[config.mk]
export PLATFORM = sky130hd
export DESIGN_NAME = mhpq_ctrl
export DESIGN_NICKNAME = d
export VERILOG_FILES = /design/src/hw/rtl/mhpq_pkg.sv /design/src/hw/rtl/mhpq_ctrl.sv
export SDC_FILE = /design/constraint.sdc
export NUM_CORES = 1
export LEC_CHECK = 0
export ABC_AREA = 0
export ABC_CLOCK_PERIOD_IN_PS = 1300
export BUFFER_PORTS_ARGS = -buffer_cell sky130_fd_sc_hd__buf_4
export CELL_PAD_IN_SITES_DETAIL_PLACEMENT = 1
export CELL_PAD_IN_SITES_GLOBAL_PLACEMENT = 2
export CORE_UTILIZATION = 20
export CTS_BUF_LIST = sky130_fd_sc_hd__clkbuf_8
export DETAILED_ROUTE_END_ITERATION = 6
export GPL_TIMING_DRIVEN = 0
export PLACE_DENSITY_LB_ADDON = 0.1
export SYNTH_ARGS = -nofsm -noshare
export SYNTH_HDL_FRONTEND = slang
export SYNTH_SLANG_ARGS = --single-unit
[constraint.sdc]
create_clock -name clk_i -period 1.3 [get_ports clk_i]
set_input_delay 0.195 -clock clk_i [delete_from_list [all_inputs] [get_ports clk_i]]
set_output_delay 0.195 -clock clk_i [all_outputs]
set_load 0.02 [all_outputs]
[src/hw/rtl/mhpq_pkg.sv]
// Package for the max-heap priority queue.
// Shared constants, status and command codes, controller/datapath structs.
// No dependencies.
package mhpq_pkg;

  localparam int unsigned DepthDef = 128;
  localparam int unsigned DataW    = 32;
  localparam int unsigned StatusW  = 2;
  localparam int unsigned CountW   = 8;

  localparam logic [StatusW-1:0] ST_OK    = 2'd0;
  localparam logic [StatusW-1:0] ST_EMPTY = 2'd1;
  localparam logic [StatusW-1:0] ST_FULL  = 2'd2;

  localparam logic CMD_INSERT  = 1'b0;
  localparam logic CMD_EXTRACT = 1'b1;

  typedef struct packed {
    logic start;
    logic up_rd;
    logic up_cmp;
    logic ext_rd;
    logic ext_ld;
    logic dn_rd;
    logic dn_cmp;
    logic load_rsp;
  } ctrl_cmd_t;

  typedef struct packed {
    logic in_extract;
    logic in_err;
    logic hole_root;
    logic up_go;
    logic cnt_zero;
    logic leaf;
    logic dn_go;
  } dp_sts_t;

endpackage

[src/hw/rtl/mhpq_ctrl.sv]
// Sequencer of the heap queue: walks insert sift-up and extract sift-down.
// Depends on mhpq_pkg; drives mhpq_datapath through ctrl_cmd_t.
module mhpq_ctrl (
  input  logic                clk_i,
  input  logic                rst_ni,
  input  logic                req_valid_i,
  output logic                req_ready_o,
  output logic                rsp_valid_o,
  input  logic                rsp_ready_i,
  input  mhpq_pkg::dp_sts_t   sts_i,
  output mhpq_pkg::ctrl_cmd_t cmd_o
);

  localparam logic [2:0] S_IDLE   = 3'd0;
  localparam logic [2:0] S_UP_RD  = 3'd1;
  localparam logic [2:0] S_UP_CMP = 3'd2;
  localparam logic [2:0] S_EXT_RD = 3'd3;
  localparam logic [2:0] S_EXT_LD = 3'd4;
  localparam logic [2:0] S_DN_RD  = 3'd5;
  localparam logic [2:0] S_DN_CMP = 3'd6;
  localparam logic [2:0] S_DONE   = 3'd7;

  logic [2:0] state_q, state_d;
  logic       out_valid_q, out_valid_d;
  logic       out_busy;

  assign out_busy    = out_valid_q && !rsp_ready_i;
  assign req_ready_o = (state_q == S_IDLE);
  assign rsp_valid_o = out_valid_q;

  always_comb begin
    state_d     = state_q;
    cmd_o       = '0;
    out_valid_d = out_busy;
    case (state_q)
      S_IDLE: begin
        if (req_valid_i) begin
          cmd_o.start = 1'b1;
          if (sts_i.in_err) begin
            state_d = S_DONE;
          end else if (sts_i.in_extract) begin
            state_d = S_EXT_RD;
          end else begin
            state_d = S_UP_RD;
          end
        end
      end
      S_UP_RD: begin
        cmd_o.up_rd = 1'b1;
        state_d     = sts_i.hole_root ? S_DONE : S_UP_CMP;
      end
      S_UP_CMP: begin
        cmd_o.up_cmp = 1'b1;
        state_d      = sts_i.up_go ? S_UP_RD : S_DONE;
      end
      S_EXT_RD: begin
        cmd_o.ext_rd = 1'b1;
        state_d      = S_EXT_LD;
      end
      S_EXT_LD: begin
        cmd_o.ext_ld = 1'b1;
        state_d      = sts_i.cnt_zero ? S_DONE : S_DN_RD;
      end
      S_DN_RD: begin
        cmd_o.dn_rd = 1'b1;
        state_d     = sts_i.leaf ? S_DONE : S_DN_CMP;
      end
      S_DN_CMP: begin
        cmd_o.dn_cmp = 1'b1;
        state_d      = sts_i.dn_go ? S_DN_RD : S_DONE;
      end
      S_DONE: begin
        if (!out_busy) begin
          cmd_o.load_rsp = 1'b1;
          out_valid_d    = 1'b1;
          state_d        = S_IDLE;
        end
      end
      default: begin
        state_d = S_IDLE;
      end
    endcase
  end

  always_ff @(posedge clk_i or negedge rst_ni) begin
    if (!rst_ni) begin
      state_q     <= S_IDLE;
      out_valid_q <= 1'b0;
    end else begin
      state_q     <= state_d;
      out_valid_q <= out_valid_d;
    end
  end

`ifndef SYNTHESIS
  a_load_only_done: assert property (@(posedge clk_i) disable iff (!rst_ni)
    cmd_o.load_rsp |-> state_q == S_DONE && !out_busy)
    else $error("response loaded outside done state or over a pending transfer");
  a_load_sets_valid: assert property (@(posedge clk_i) disable iff (!rst_ni)
    cmd_o.load_rsp |=> out_valid_q && state_q == S_IDLE)
    else $error("response load did not raise valid");
  a_no_accept_busy: assert property (@(posedge clk_i) disable iff (!rst_ni)
    cmd_o.start |=> state_q != S_IDLE)
    else $error("accepted request did not leave idle");
`endif

endmodule

# [Word level (Yosys, flattened, before mapping)]
# Index checks and enable logic that the tools add are counted.
[classes] mux=21 eq_ne=9 reduce_logical=4
[ops] cell="case mux 3 bit (8 select lines)" n=1
[ops] cell="2-to-1 mux 3 bit" n=5
[ops] cell="equality test 3 bit, second input constant" n=4
[ops] cell="2-to-1 mux 1 bit" n=12
[ops] cell="equality test 3 x 2 -> 1 bit, second input constant" n=2
[ops] cell="2-to-1 mux 2 bit" n=3
[ops] cell="!= test 2 bit, second input constant" n=2
[ops] cell="equality test 3 x 1 -> 1 bit, second input constant" n=1
[ops] cell="logical NOT 3 bit" n=1
[ops] cell="AND reduction 2 bit" n=1
[ops] cell="logical AND 1 bit" n=1
[ops] cell="logical NOT 1 bit" n=1
[word_totals] word_cells=36 regBits=4 input_bits=11

# [Depth between registers and ports, before layout]
[depth] ltp_word=4 depth_mapped=4 mapped_depth_nobuf=3

# [Worst setup path after synthesis]
# OpenSTA, ideal clock, no wires.
[synth_timing] kind="reg2out" from="register state_q[0]" to="output cmd_o[7] in the netlist's numbering" required_ps=1105 path_slack_ps=-216 arrival_ps=1321 path_stages_with_launch=3 path_cell_list="dfrtp_1 -> nor3_1 -> and2_1"
[synth_rtl] element="start, declared" line="mhpq_ctrl.sv:23" text="logic [2:0] state_q, state_d;"
[synth_rtl] element="start signal, assigned" line="mhpq_ctrl.sv:90" text="state_q <= state_d;"
[synth_rtl] element="end, declared" line="mhpq_ctrl.sv:11" text="output mhpq_pkg::ctrl_cmd_t cmd_o"

==> impl_results.md <==
* Status: finished, violations left
* Failing checks: negative setup slack
* Post-DP Area at 474 sq um
* CTS tree: done
* Die width at 40.8 microns
* Estimated wirelength of the detail-placed design at 826 microns
* GRT Overall Usage at 0.196
* Place WS at 0.0403 ns
* Num CTS Buffers at 3
* 1st-iter DRT viols at 4
* Min-delay src: req_valid_i
* CP endpoint kind: output pin
* Largest net degree at the start of global routing at 11
* Syn Area/Cell at 8.34 sq um
* Most numerous cell in the Yosys netlist: dfrtp_1
* Finished Cell Area at between 600 and 700 sq um
* Antenna viol nets, final at 0
* Die Ht at 40.8 microns
* Peak VDD IR at 0.882 mV
* Syn nets at 47
* Area grow syn2layout at 120%
* # IOs at 21
* Grt total ovfl at 0
* Total power per unit cell area at between 2000 and 3000 mW/mm^2
* First drt pass iteration count at 4
* # clock sinks at 4
* WL/cell at 15.9 microns
* Main synth FF type: dfrtp_1
* Cell variety after synth at 23
* # rows at 13
* Drt total wl at approximately 1300 microns
* Max-cap violation count at 0
* Crit path DAT at 1.18 ns
* Startpoint Class: flip-flop
* Clk_lat worst skew at 0.22 ns
* Final setup fails at 8
* Share of cells above drive strength 1 at 0.691
* Core Region at 0.00135 sq mm
* HP Class: in -> reg
* Minimum clock period at 1.37 ns
* Fin. max-slew vios at 0
* Crit path launch: state_q[2]
* Final Hold Viols at 0
* H-tree depth at 1
* Max Fclk at 729 MHz
* WP data required at 1.11 ns
* Vias at approximately 430
* CP Max Fanout at 2
* First-pass GRT wire length at 1910 microns
* Post-synth EDFFs at 0
* FFs w/ async S/R, synth at 1.00
* Clock Path Buffers at 2
* Yosys warnings at 0
* Initial antenna violation count at 0
* Seq/Total Area, Yosys at 0.333
* CTS clk-pin slew, worst paths at 0.04 ns
* Pin slew with the least headroom to its limit at 0.253 ns
* Post-route DRC at 0
* Nets at slightly above 80
* R2r startpoint: state_q[2]
* Top cell type's share of synthesized area at 0.333
* Number of synthesized register bits at 4
* Largest cells by area after synthesis: dfrtp_1, nor3b_1, a32oi_1
* Critical path class: reg -> out
* Synthesized cell area at roughly 300 sq um
* Commonest cells post-synth: dfrtp_1, nor3b_1
* Synth area leader: dfrtp_1
* ANT cells at 0
* RSZ-0062 raised after global routing: yes
* Leakage power at 0.311 nW
* Clk root buf: clkbuf_8
* Final GP Congestion at 0.712
* Fin crit share at 1.05
* Fillers at 160
* Post-Syn Instances at 36
* Via density at 5.20
* Worst relative slew slack at 0.830
* Vias in the first global route at 408
* Initial core utilization at 0.222
* PortBufs at 20
* Die area at 0.00166 sq mm
* Final worst slack at -0.0713 ns
* Clock Skew at 0.00489 ns
-- per-layer routing --
metal / track usage / vias up / part of all wire
met5: 0 / - / 0
met4: 0.150 / 0 / 0.036
met3: 0.0489 / 5 / 0.045
met2: 0.329 / 14 / 0.54
met1: 0.208 / 213 / 0.37
li1: - / 200 / -
-- worst paths after layout --
check	cells past startpoint	to	slack [ns]
max	4	cmd_o[7]	-0.07
min	3	state_q[0]	0.26
max reg2reg	5	state_q[0]	0.02
min reg2reg	2	state_q[1]	0.67
max in group asynchronous	2	state_q[1]	0.88
min in group asynchronous	2	state_q[0]	0.30
-- power breakdown --
group | total (mW) | internal [mW] | switching (mW)
registers | 0.265 | 0.196 | 0.0690
logic | 1.21 | 0.595 | 0.612
clock network | 0.274 | 0.198 | 0.0754
-- layout by cell type (no fill, tap or decap), types with 2 or more instances in the layout --
cell type	instances
nor3b_2	3
nor2_1	2
nand2b_1	2
dfrtp_1	2
dfrtp_2	2
buf_4	27
clkbuf_8	3
buf_6	4
-- worst max-delay path, stage by stage (launching register included) --
cell	delay [ns]
dfrtp_1	0.37
buf_4	0.15
nor3_4	0.15
and2_4	0.18
buf_6	0.11
-- registers in the layout (all words and copies together), names as in the netlist --
| name | count |
|---|---|
| state_q | 3 |
| rsp_valid_o | 1 |
-- cell type report --
type | instances | area (sq um) | share of cell area
inverters | 2 | 10.0 | 0.0152
repair buffers | 29 | 228 | 0.345
multi-input cells | 27 | 230 | 0.348
well taps | 15 | 18.8 | 0.0284
plain buffers | 3 | 30.0 | 0.0455
clock buffers | 3 | 41.3 | 0.0625
flip-flops and latches | 4 | 103 | 0.155
-- per-stage QoR --
stage | hold slack (ns) | total power [mW] | instances | util | TNS, ns
floorplan | -0.101 | 0.773 | 36 | - | -0.0918
global placement | -0.00978 | 1.06 | 71 | 0.351 | 0
detailed placement | -0.00672 | 1.09 | 71 | 0.351 | 0
CTS | 0.250 | 1.69 | 83 | 0.479 | -0.166
global route | 0.273 | 1.85 | 83 | 0.489 | -0.694
finish | 0.264 | 1.75 | 83 | 0.489 | -0.231
-- repair_timing --
action,4_1_cts,5_1_grt
setup buffers,8,0
hold buffers,1,0
pin swaps,2,1
resized for setup,18,3
endpoints found under the setup margin,9,11
endpoints found under the hold margin,4,0
cloned,0,0
-- kinds of logic (layout without fill, tap and decap cells) --
kind of cell	Yosys count	in the layout	share of synthesized area
AO/OA/AOI/OAI	9	9	0.225
buffers and inverters	5	37	0.0834
flip-flops	4	4	0.333
multiplexers	1	1	0.0333
AND/OR/NAND/NOR	17	17	0.325
No activity file was read; power rests on OpenSTA's default activity.
